### src/rtl/core/cab_pkg.sv
// Shared types, constants and blend arithmetic for the clipped alpha blitter.
// Used by cab_front, cab_queue, cab_back and clipped_alpha_blit_top.
package cab_pkg;

    localparam int MAX_DIM   = 4096;
    localparam int DIM_W     = 13;
    localparam int COORD_W   = 12;
    localparam int POS_W     = 14;
    localparam int CFG_IDX_W = 3;
    localparam int QUEUE_DEPTH = 4;
    localparam int QPTR_W    = $clog2(QUEUE_DEPTH);

    // floor(t / 255) == (t * BLEND_RECIP) >> BLEND_SHIFT for t below 66052
    localparam int BLEND_RECIP = 32897;
    localparam int BLEND_SHIFT = 23;

    typedef enum logic {
        REQ_START = 1'b0,
        REQ_PIXEL = 1'b1
    } t_req;

    typedef enum logic [CFG_IDX_W-1:0] {
        CFG_BITMAP_W = 3'd0,
        CFG_BITMAP_H = 3'd1,
        CFG_FRAME_W  = 3'd2,
        CFG_FRAME_H  = 3'd3,
        CFG_PLACE_X  = 3'd4,
        CFG_PLACE_Y  = 3'd5
    } t_cfg_idx;

    typedef struct packed {
        logic               has_write;
        logic [COORD_W-1:0] write_x;
        logic [COORD_W-1:0] write_y;
        logic               fetch_valid;
        logic [COORD_W-1:0] fetch_src_col;
        logic [COORD_W-1:0] fetch_src_row;
        logic [COORD_W-1:0] fetch_dst_x;
        logic [COORD_W-1:0] fetch_dst_y;
        logic               done;
    } t_blit_meta;

    typedef struct packed {
        t_blit_meta  meta;
        logic [31:0] src;
        logic [23:0] dst;
    } t_blit_cmd;

    function automatic logic [DIM_W-1:0] sat_dim(input logic [DIM_W-1:0] v);
        return (v > DIM_W'(MAX_DIM)) ? DIM_W'(MAX_DIM) : v;
    endfunction

    // d*(255-a) + s*a + 127, at most 65152
    function automatic logic [15:0] blend_sum(input logic [7:0] s, input logic [7:0] d,
                                              input logic [7:0] a);
        logic [16:0] sum;
        sum = 17'(d) * 17'(8'd255 - a) + 17'(s) * 17'(a) + 17'd127;
        return sum[15:0];
    endfunction

    function automatic logic [7:0] blend_div(input logic [15:0] t);
        logic [31:0] p;
        p = 32'(t) * 32'(BLEND_RECIP);
        return p[BLEND_SHIFT +: 8];
    endfunction

endpackage

### src/rtl/core/clipped_alpha_blit_top.sv
// Top level of the clipped alpha blitter: front end, command queue, back end.
// Depends on cab_pkg, cab_front, cab_queue, cab_back.
//
//   channel | direction | handshake               | payload
//   --------+-----------+-------------------------+-----------------------------------
//   input   | in        | i_in_valid / o_in_stall | i_req_type, i_src_pixel, i_dst_pixel
//   result  | out       | o_out_valid/i_out_stall | o_has_write .. o_done_res
//   config  | in        | i_cfg_valid/o_cfg_ready | i_cfg_index, i_cfg_data
//
// One item per cycle sustained while i_out_stall is low; a result passes through the queue entry,
// the blend sum stage and the reciprocal divide into the output register.
// The four-entry queue absorbs result stalls; input stalls only when it is full.
// Synchronous active-low reset clears control state; config resets to its defaults.
// Config writes are always taken (o_cfg_ready is tied high).
module clipped_alpha_blit_top (
    input  logic                          i_clk,
    input  logic                          i_rst_n,
    input  logic                          i_cfg_valid,
    output logic                          o_cfg_ready,
    input  logic [cab_pkg::CFG_IDX_W-1:0] i_cfg_index,
    input  logic [cab_pkg::POS_W-1:0]     i_cfg_data,
    input  logic                          i_in_valid,
    output logic                          o_in_stall,
    input  logic                          i_req_type,
    input  logic [31:0]                   i_src_pixel,
    input  logic [31:0]                   i_dst_pixel,
    output logic                          o_out_valid,
    input  logic                          i_out_stall,
    output logic                          o_has_write,
    output logic [23:0]                   o_write_pixel,
    output logic [cab_pkg::COORD_W-1:0]   o_write_x,
    output logic [cab_pkg::COORD_W-1:0]   o_write_y,
    output logic                          o_fetch_valid,
    output logic [cab_pkg::COORD_W-1:0]   o_fetch_src_col,
    output logic [cab_pkg::COORD_W-1:0]   o_fetch_src_row,
    output logic [cab_pkg::COORD_W-1:0]   o_fetch_dst_x,
    output logic [cab_pkg::COORD_W-1:0]   o_fetch_dst_y,
    output logic                          o_done_res
);
    import cab_pkg::*;

    logic       push, pop, q_full, q_valid;
    t_blit_cmd  front_cmd, q_cmd;
    t_blit_meta out_meta;

    assign o_cfg_ready = 1'b1;
    assign o_in_stall  = q_full;

    cab_front u_front (
        .i_clk       (i_clk),
        .i_rst_n     (i_rst_n),
        .i_cfg_valid (i_cfg_valid),
        .i_cfg_index (i_cfg_index),
        .i_cfg_data  (i_cfg_data),
        .i_in_valid  (i_in_valid),
        .i_req_type  (i_req_type),
        .i_src_pixel (i_src_pixel),
        .i_dst_pixel (i_dst_pixel),
        .i_q_full    (q_full),
        .o_push      (push),
        .o_cmd       (front_cmd)
    );

    cab_queue u_queue (
        .i_clk   (i_clk),
        .i_rst_n (i_rst_n),
        .i_push  (push),
        .i_cmd   (front_cmd),
        .i_pop   (pop),
        .o_full  (q_full),
        .o_valid (q_valid),
        .o_cmd   (q_cmd)
    );

    cab_back u_back (
        .i_clk       (i_clk),
        .i_rst_n     (i_rst_n),
        .i_q_valid   (q_valid),
        .i_cmd       (q_cmd),
        .o_pop       (pop),
        .i_out_stall (i_out_stall),
        .o_out_valid (o_out_valid),
        .o_meta      (out_meta),
        .o_pixel     (o_write_pixel)
    );

    assign o_has_write     = out_meta.has_write;
    assign o_write_x       = out_meta.write_x;
    assign o_write_y       = out_meta.write_y;
    assign o_fetch_valid   = out_meta.fetch_valid;
    assign o_fetch_src_col = out_meta.fetch_src_col;
    assign o_fetch_src_row = out_meta.fetch_src_row;
    assign o_fetch_dst_x   = out_meta.fetch_dst_x;
    assign o_fetch_dst_y   = out_meta.fetch_dst_y;
    assign o_done_res      = out_meta.done;

endmodule

### src/rtl/core/cab_front.sv
// Front end: configuration registers, request classification, clip window
// setup and the row-by-row coordinate walk. Depends on cab_pkg.
module cab_front (
    input  logic                       i_clk,
    input  logic                       i_rst_n,
    input  logic                       i_cfg_valid,
    input  logic [cab_pkg::CFG_IDX_W-1:0] i_cfg_index,
    input  logic [cab_pkg::POS_W-1:0]  i_cfg_data,
    input  logic                       i_in_valid,
    input  logic                       i_req_type,
    input  logic [31:0]                i_src_pixel,
    input  logic [31:0]                i_dst_pixel,
    input  logic                       i_q_full,
    output logic                       o_push,
    output cab_pkg::t_blit_cmd         o_cmd
);
    import cab_pkg::*;

    logic [DIM_W-1:0] r_bw, r_bh, r_fw, r_fh;
    logic [POS_W-1:0] r_px, r_py;

    logic [DIM_W-1:0] r_cur_x, r_cur_y, r_clip_min_x, r_clip_max_x, r_clip_max_y;
    logic [DIM_W-1:0] r_src_col_start, r_src_row;
    logic             r_active;

    logic [DIM_W-1:0] n_cur_x, n_cur_y, n_clip_min_x, n_clip_max_x, n_clip_max_y;
    logic [DIM_W-1:0] n_src_col_start, n_src_row;
    logic             n_active;

    logic             accept;
    logic             is_start;

    // start window
    logic signed [15:0] minx0, miny0, maxx0, maxy0, minx, miny, maxx, maxy;
    logic signed [15:0] offx, offy, fw16, fh16;
    logic               empty;
    logic [DIM_W-1:0]   start_row;

    // walk step
    logic [DIM_W-1:0]   step_x, nx, ny, nrow;
    logic               wrap, fin;

    assign accept   = i_in_valid && !i_q_full;
    assign is_start = (i_req_type == REQ_START);
    assign o_push   = accept;

    always_ff @(posedge i_clk) begin
        if (!i_rst_n) begin
            r_bw <= DIM_W'(1);
            r_bh <= DIM_W'(1);
            r_fw <= DIM_W'(1);
            r_fh <= DIM_W'(1);
            r_px <= '0;
            r_py <= '0;
        end else if (i_cfg_valid) begin
            unique case (i_cfg_index)
                CFG_BITMAP_W: r_bw <= i_cfg_data[DIM_W-1:0];
                CFG_BITMAP_H: r_bh <= i_cfg_data[DIM_W-1:0];
                CFG_FRAME_W:  r_fw <= i_cfg_data[DIM_W-1:0];
                CFG_FRAME_H:  r_fh <= i_cfg_data[DIM_W-1:0];
                CFG_PLACE_X:  r_px <= i_cfg_data;
                CFG_PLACE_Y:  r_py <= i_cfg_data;
                default: ;
            endcase
        end
    end

    always_comb begin
        minx0 = {{(16-POS_W){r_px[POS_W-1]}}, r_px};
        miny0 = {{(16-POS_W){r_py[POS_W-1]}}, r_py};
        maxx0 = minx0 + $signed({3'b000, sat_dim(r_bw)});
        maxy0 = miny0 + $signed({3'b000, sat_dim(r_bh)});
        fw16  = $signed({3'b000, sat_dim(r_fw)});
        fh16  = $signed({3'b000, sat_dim(r_fh)});
        offx  = (minx0 < 0) ? -minx0 : 16'sd0;
        offy  = (miny0 < 0) ? -miny0 : 16'sd0;
        minx  = (minx0 < 0) ? 16'sd0 : minx0;
        miny  = (miny0 < 0) ? 16'sd0 : miny0;
        maxx  = (maxx0 > fw16) ? fw16 : maxx0;
        maxy  = (maxy0 > fh16) ? fh16 : maxy0;
        empty = (minx >= maxx) || (miny >= maxy);
        // stored row of the first frame row: rows are kept bottom-up
        start_row = sat_dim(r_bh) - DIM_W'(1) - offy[DIM_W-1:0];
    end

    always_comb begin
        step_x = r_cur_x + DIM_W'(1);
        wrap   = (step_x >= r_clip_max_x);
        nx     = wrap ? r_clip_min_x : step_x;
        ny     = wrap ? r_cur_y + DIM_W'(1) : r_cur_y;
        nrow   = wrap ? r_src_row - DIM_W'(1) : r_src_row;
        fin    = (ny >= r_clip_max_y);
    end

    always_comb begin
        n_cur_x         = r_cur_x;
        n_cur_y         = r_cur_y;
        n_clip_min_x    = r_clip_min_x;
        n_clip_max_x    = r_clip_max_x;
        n_clip_max_y    = r_clip_max_y;
        n_src_col_start = r_src_col_start;
        n_src_row       = r_src_row;
        n_active        = r_active;
        o_cmd           = '0;

        if (is_start) begin
            if (empty) begin
                n_active       = 1'b0;
                o_cmd.meta.done = 1'b1;
            end else begin
                n_cur_x         = minx[DIM_W-1:0];
                n_cur_y         = miny[DIM_W-1:0];
                n_clip_min_x    = minx[DIM_W-1:0];
                n_clip_max_x    = maxx[DIM_W-1:0];
                n_clip_max_y    = maxy[DIM_W-1:0];
                n_src_col_start = offx[DIM_W-1:0];
                n_src_row       = start_row;
                n_active        = 1'b1;
                o_cmd.meta.fetch_valid   = 1'b1;
                o_cmd.meta.fetch_src_col = offx[COORD_W-1:0];
                o_cmd.meta.fetch_src_row = start_row[COORD_W-1:0];
                o_cmd.meta.fetch_dst_x   = minx[COORD_W-1:0];
                o_cmd.meta.fetch_dst_y   = miny[COORD_W-1:0];
            end
        end else if (!r_active) begin
            o_cmd.meta.done = 1'b1;
        end else begin
            o_cmd.meta.has_write = 1'b1;
            o_cmd.meta.write_x   = r_cur_x[COORD_W-1:0];
            o_cmd.meta.write_y   = r_cur_y[COORD_W-1:0];
            o_cmd.src            = i_src_pixel;
            o_cmd.dst            = i_dst_pixel[23:0];
            n_cur_x   = nx;
            n_cur_y   = ny;
            n_src_row = nrow;
            if (fin) begin
                n_active        = 1'b0;
                o_cmd.meta.done = 1'b1;
            end else begin
                o_cmd.meta.fetch_valid   = 1'b1;
                o_cmd.meta.fetch_src_col =
                    COORD_W'(r_src_col_start + nx - r_clip_min_x);
                o_cmd.meta.fetch_src_row = nrow[COORD_W-1:0];
                o_cmd.meta.fetch_dst_x   = nx[COORD_W-1:0];
                o_cmd.meta.fetch_dst_y   = ny[COORD_W-1:0];
            end
        end
    end

    always_ff @(posedge i_clk) begin
        if (!i_rst_n) begin
            r_cur_x         <= '0;
            r_cur_y         <= '0;
            r_clip_min_x    <= '0;
            r_clip_max_x    <= '0;
            r_clip_max_y    <= '0;
            r_src_col_start <= '0;
            r_src_row       <= '0;
            r_active        <= 1'b0;
        end else if (accept) begin
            r_cur_x         <= n_cur_x;
            r_cur_y         <= n_cur_y;
            r_clip_min_x    <= n_clip_min_x;
            r_clip_max_x    <= n_clip_max_x;
            r_clip_max_y    <= n_clip_max_y;
            r_src_col_start <= n_src_col_start;
            r_src_row       <= n_src_row;
            r_active        <= n_active;
        end
    end

`ifndef SYNTH
    a_walk_in_window: assert property (@(posedge i_clk) disable iff (!i_rst_n)
        r_active |-> (r_cur_x < r_clip_max_x) && (r_cur_y < r_clip_max_y)
                     && (r_cur_x >= r_clip_min_x))
        else $error("coordinate walk left the clip window");
`endif

endmodule

### src/rtl/core/cab_queue.sv
// Short command queue between front and back ends.
// Depends on cab_pkg for the command type and depth.
module cab_queue (
    input  logic               i_clk,
    input  logic               i_rst_n,
    input  logic               i_push,
    input  cab_pkg::t_blit_cmd i_cmd,
    input  logic               i_pop,
    output logic               o_full,
    output logic               o_valid,
    output cab_pkg::t_blit_cmd o_cmd
);
    import cab_pkg::*;

    t_blit_cmd         r_mem [QUEUE_DEPTH];
    logic [QPTR_W-1:0] r_wr_ptr, r_rd_ptr;
    logic [QPTR_W:0]   r_count;
    logic              do_pop;

    assign o_full  = (r_count == (QPTR_W+1)'(QUEUE_DEPTH));
    assign o_valid = (r_count != '0);
    assign o_cmd   = r_mem[r_rd_ptr];
    assign do_pop  = i_pop && o_valid;

    always_ff @(posedge i_clk) begin
        if (i_push) begin
            r_mem[r_wr_ptr] <= i_cmd;
        end
    end

    always_ff @(posedge i_clk) begin
        if (!i_rst_n) begin
            r_wr_ptr <= '0;
            r_rd_ptr <= '0;
            r_count  <= '0;
        end else begin
            if (i_push) begin
                r_wr_ptr <= r_wr_ptr + QPTR_W'(1);
            end
            if (do_pop) begin
                r_rd_ptr <= r_rd_ptr + QPTR_W'(1);
            end
            r_count <= r_count + (QPTR_W+1)'(i_push) - (QPTR_W+1)'(do_pop);
        end
    end

`ifndef SYNTH
    a_no_push_full: assert property (@(posedge i_clk) disable iff (!i_rst_n)
        !(i_push && o_full))
        else $error("push into a full queue");
    a_count_bound: assert property (@(posedge i_clk) disable iff (!i_rst_n)
        r_count <= (QPTR_W+1)'(QUEUE_DEPTH))
        else $error("queue count above depth");
`endif

endmodule

### src/rtl/core/cab_back.sv
// Back end: two-stage blend pipeline (weighted sum register, then divide by 255 via
// reciprocal multiply into the output register). Depends on cab_pkg.
module cab_back (
    input  logic                        i_clk,
    input  logic                        i_rst_n,
    input  logic                        i_q_valid,
    input  cab_pkg::t_blit_cmd          i_cmd,
    output logic                        o_pop,
    input  logic                        i_out_stall,
    output logic                        o_out_valid,
    output cab_pkg::t_blit_meta         o_meta,
    output logic [23:0]                 o_pixel
);
    import cab_pkg::*;

    logic        r_s1_valid;
    t_blit_meta  r_s1_meta;
    logic [15:0] r_s1_sum_r, r_s1_sum_g, r_s1_sum_b;

    logic        r_out_valid;
    t_blit_meta  r_out_meta;
    logic [23:0] r_out_pixel;

    logic        out_adv, s1_adv;
    logic [7:0]  alpha;

    assign alpha   = i_cmd.src[31:24];
    assign out_adv = !r_out_valid || !i_out_stall;
    assign s1_adv  = !r_s1_valid || out_adv;
    assign o_pop   = s1_adv;

    always_ff @(posedge i_clk) begin
        if (s1_adv) begin
            r_s1_meta  <= i_cmd.meta;
            r_s1_sum_r <= blend_sum(i_cmd.src[23:16], i_cmd.dst[23:16], alpha);
            r_s1_sum_g <= blend_sum(i_cmd.src[15:8], i_cmd.dst[15:8], alpha);
            r_s1_sum_b <= blend_sum(i_cmd.src[7:0], i_cmd.dst[7:0], alpha);
        end
        if (out_adv) begin
            r_out_meta <= r_s1_meta;
            // zero the pixel when nothing is written
            r_out_pixel <= r_s1_meta.has_write
                ? {blend_div(r_s1_sum_r), blend_div(r_s1_sum_g), blend_div(r_s1_sum_b)}
                : 24'd0;
        end
    end

    always_ff @(posedge i_clk) begin
        if (!i_rst_n) begin
            r_s1_valid  <= 1'b0;
            r_out_valid <= 1'b0;
        end else begin
            if (s1_adv) begin
                r_s1_valid <= i_q_valid;
            end
            if (out_adv) begin
                r_out_valid <= r_s1_valid;
            end
        end
    end

    assign o_out_valid = r_out_valid;
    assign o_meta      = r_out_meta;
    assign o_pixel     = r_out_pixel;

`ifndef SYNTH
    a_s1_holds: assert property (@(posedge i_clk) disable iff (!i_rst_n)
        (r_s1_valid && !s1_adv) |=> r_s1_valid && $stable(r_s1_meta)
                                    && $stable(r_s1_sum_r))
        else $error("blend stage lost data while stalled");
`endif

endmodule
### config.mk
export PLATFORM = sky130hd
export DESIGN_NAME = clipped_alpha_blit_top
export DESIGN_NICKNAME = d
export VERILOG_FILES = /design/src/rtl/core/cab_pkg.sv /design/src/rtl/core/clipped_alpha_blit_top.sv /design/src/rtl/core/cab_front.sv /design/src/rtl/core/cab_queue.sv /design/src/rtl/core/cab_back.sv
export SDC_FILE = /design/constraint.sdc
export NUM_CORES = 2
export LEC_CHECK = 0
export BUFFER_PORTS_ARGS = -buffer_cell sky130_fd_sc_hd__buf_2
export CAP_MARGIN = 20
export CORE_UTILIZATION = 60
export CTS_BUF_LIST = sky130_fd_sc_hd__clkbuf_2
export DETAILED_ROUTE_END_ITERATION = 8
export GPL_TIMING_DRIVEN = 1
export PLACE_DENSITY = 0.78
export SLEW_MARGIN = 0
export SYNTH_ARGS = -nofsm -noshare
export SYNTH_HDL_FRONTEND = slang
export SYNTH_SLANG_ARGS = --single-unit
### constraint.sdc
create_clock -name i_clk -period 9.8 [get_ports i_clk]
set_clock_uncertainty 0.15 [all_clocks]
set_input_delay 0.98 -clock i_clk [delete_from_list [all_inputs] [get_ports i_clk]]
set_output_delay 0.98 -clock i_clk [all_outputs]
set_load 0.02 [all_outputs]
==> results.py <==
metrics = {
    "worst_setup_path": {
        "rrSetupSlack_ns": 1.72,
        "worst_setup_path_end_kind": "register",
        "worstPathArrival_ns": 9.11,
        "required_ns": 10.83,
        "critPathLaunchType": "register",
        "path_max_fanout": 18,
        "crit_type": "reg2reg",
    },
    "drt": {
        "post-route-drc-count": 0,
        "antenna_left": 0,
        "wl_per_cell_um": 20.7,
        "viasPerCell": 5.92,
        "drt_iter0_drc": 3542,
        "vias": 38300,
        "wl_mm": 134,
        "first_pass_iters": 6,
    },
    "global_route": {
        "grt_pass1_wl_mm": 210,
        "grt_max_degree": 88,
        "first_global_vias": 39000,
        "antenna_found_initial": 3,
        "grt-ovfl-total": 0,
        "grt_usage_pct": 28.8,
    },
    "finish": {
        "drive_gt1_share_pct": 14.2,
        "fin_nets": 5962,
        "area_growth_pct": 9.54,
    },
    "synth": {
        "syn_nets": 5584,
        "yosys.area_share.xor_xnor_pct": 2.54,
        "synth-async-reset-ratio_pct": 0,
        "synth-edff-count": 746,
        "syn_area_um2": 56100,
        "synth_seq_area_share_pct": 46.4,
        "synth.avg_cell_area_um2": 12.0,
        "synthFlopType": "edfxtp_1",
        "synth_cell_types": 85,
        "synth_compound_area_share_pct": 7.85,
        "synth_top_family_by_area": "adder cells",
        "ys_warn_count": 0,
        "syn-instance-count": 4676,
        "synth_fa_ha_area_share_pct": 22.7,
        "synth_simple_gate_area_share_pct": 10.6,
        "synth-seq-cells": 927,
        "synth.area.mux_share_pct": 5.57,
    },
    "placed_design": {
        "dp_hpwl_mm": 92.5,
        "gp_congestion": 0.912,
        "port_buffers": 179,
    },
    "die": {
        "die-area_um2": 94800,
        "die_h_um": 308,
        "die_width_um": 308,
        "start_util_pct": 60.9,
        "num_rows": 111,
        "core-area_um2": 92200,
        "num_io_pins": 189,
    },
    "clocking": {
        "numCtsBuffers": 222,
        "cts_resized": 0,
        "root_buffer": "clkbuf_2",
        "htreeDepth": 4,
        "postCtsSetupBuffers": 0,
        "clkTransAtPathRegs_ns": 0.09,
        "cts_sinks": 927,
        "clk_path_buf_depth": 3,
        "ctsHoldBuffers": 109,
        "clk_latency_ns": 1.58,
        "cts_tree": "done",
    },
    "timing": {
        "setup-tns-final_ns": 0,
        "period_share_pct": 82.4,
        "hold_viol_final": 0,
        "slew_headroom_pct": 24.4,
        "slew_viol_final": 0,
        "rsz0062_at_grt": "false",
        "layout_min_cycle_time_ns": 8.08,
        "worstMarginPinSlew_ns": 1.13,
        "setup_viol": 0,
        "max_freq_ghz": 0.124,
    },
    "status": {
        "status": "finished, final reports clean",
    },
    "run": {
        "drv_cap": 0,
    },
    "worst_hold_path": {
        "hold_path.class": "in2reg",
    },
}
==> kinds of logic after synthesis <==
kind of cell	count (synthesis)
AOI/OAI and AO/OA	666
adders and majority gates	823
buffers and inverters	649
muxes	183
xor gates and xnor gates	163
and+or+nand+nor	1264
other	1
DFF	927
==> worst max-delay path: stages, from the launching register on <==
cell       delay (ns)
dfxtp_1          0.69
nor2b_1          0.19
ha_1             0.29
fa_1             0.45
and3_1           0.23
o311ai_1         0.30
a31oi_1          0.21
xor2_1           0.31
ha_1             0.30
nand2_1          0.08
nor2_1           0.07
o211a_1          0.12
a2111oi_0        0.47
maj3_1           0.25
o22ai_1          0.14
a22o_4           0.29
nand2_1          0.35
o21ai_0          0.17
ha_1             0.33
and4_1           0.22
a2111oi_0        0.43
o2111ai_1        0.16
a21oi_1          0.15
o211a_2          0.24
and3_1           0.47
buf_4            0.35
nand3_1          0.11
o21ai_0          0.25
==> area by class of cell <==
| type | instances | area [µm²] |
|---|---|---|
| timing repair buffer | 347 | 2460 |
| sequential | 927 | 26000 |
| tap | 1243 | 1560 |
| inverter | 456 | 1710 |
| multi-input combinational | 3100 | 27700 |
| fill | 6799 | 30700 |
| clock inverter | 89 | 488 |
| clock buffer | 306 | 1530 |
| antenna | 2 | 5.00 |
==> synthesized netlist by cell type, drive strengths merged (80+ instances only) <==
master / count / area, µm²
nor2b: 81 / 507
and3: 108 / 676
nand2: 539 / 2020
nor2: 219 / 822
a21oi: 188 / 941
ha: 497 / 6220
and2: 103 / 644
xnor2: 123 / 1080
o21ai: 131 / 656
edfxtp: 746 / 22400
clkbuf: 141 / 529
fa: 324 / 6490
mux4: 100 / 2250
nand3: 80 / 413
dfxtp: 181 / 3620
inv: 455 / 1710
==> routing by layer <==
| layer | up-vias | global-route usage [%] | part of all wire (%) |
|---|---|---|---|
| li1 | 17400 | - | - |
| met1 | 18800 | 37.9 | 40 |
| met2 | 1834 | 46.6 | 47 |
| met3 | 295 | 5.81 | 9.1 |
| met4 | 2 | 11.8 | 3.6 |
| met5 | - | 0 | 0.0090 |
==> final timing paths <==
| kind | start | endpoint | depth (start not counted) |
|---|---|---|---|
| worst max-delay path | u_front.r_bh[12]$_SDFFE_PN0P_ | u_queue.r_mem[2][103]$_DFFE_PP_ | 27 |
| worst min-delay path | i_cfg_data[10] | u_front.r_py[10]$_SDFFE_PN0P_ | 4 |
| worst max register to register | u_front.r_bh[12]$_SDFFE_PN0P_ | u_queue.r_mem[2][103]$_DFFE_PP_ | 27 |
| worst min register to register | u_back.r_s1_meta[33]$_DFFE_PP_ | u_back.o_meta[33]$_DFFE_PP_ | 0 |
==> through the flow <==
stage                     instances  cell area, µm²  setup WS, ns  hold WS (ns)  utilization, %
final                          6470           61500          1.72         0.200            66.7
after global routing           6469           61500          1.21         0.109            66.7
after CTS                      6467           61400          1.83       0.00768            66.6
after detailed placement       5963           58300          1.85         0.255            63.3
after global placement         5963           58300          2.00         0.250            63.3
after floorplan                4676           56100          2.56         0.250               -
==> registers in the layout (all words and copies together) (netlist names), 14 cells and up, named ones only <==
| register | flops |
|---|---|
| u_back.r_s1_sum_r | 16 |
| u_front.r_px | 14 |
| u_back.r_s1_meta | 75 |
| u_back.r_s1_sum_g | 16 |
| u_back.o_meta | 75 |
| u_front.r_py | 14 |
| u_queue.r_mem | 524 |
| u_back.r_s1_sum_b | 16 |
| u_back.o_pixel | 24 |
==> layout by cell type, fill, tap and decap left out, drive strengths merged, types with 109 or more instances in the layout <==
cell type | Yosys | layout
a21oi | 188 | 188
buf | 52 | 238
clkbuf | 141 | 306
dfxtp | 181 | 181
dlygate4sd3 | 0 | 109
edfxtp | 746 | 746
fa | 324 | 324
ha | 497 | 497
inv | 455 | 464
nand2 | 539 | 539
nor2 | 219 | 219
o21ai | 131 | 131
xnor2 | 123 | 123
Power is left out: the tool's default activity adds up to more than one toggle a clock period on the data nets, which glitch-free logic cannot reach.
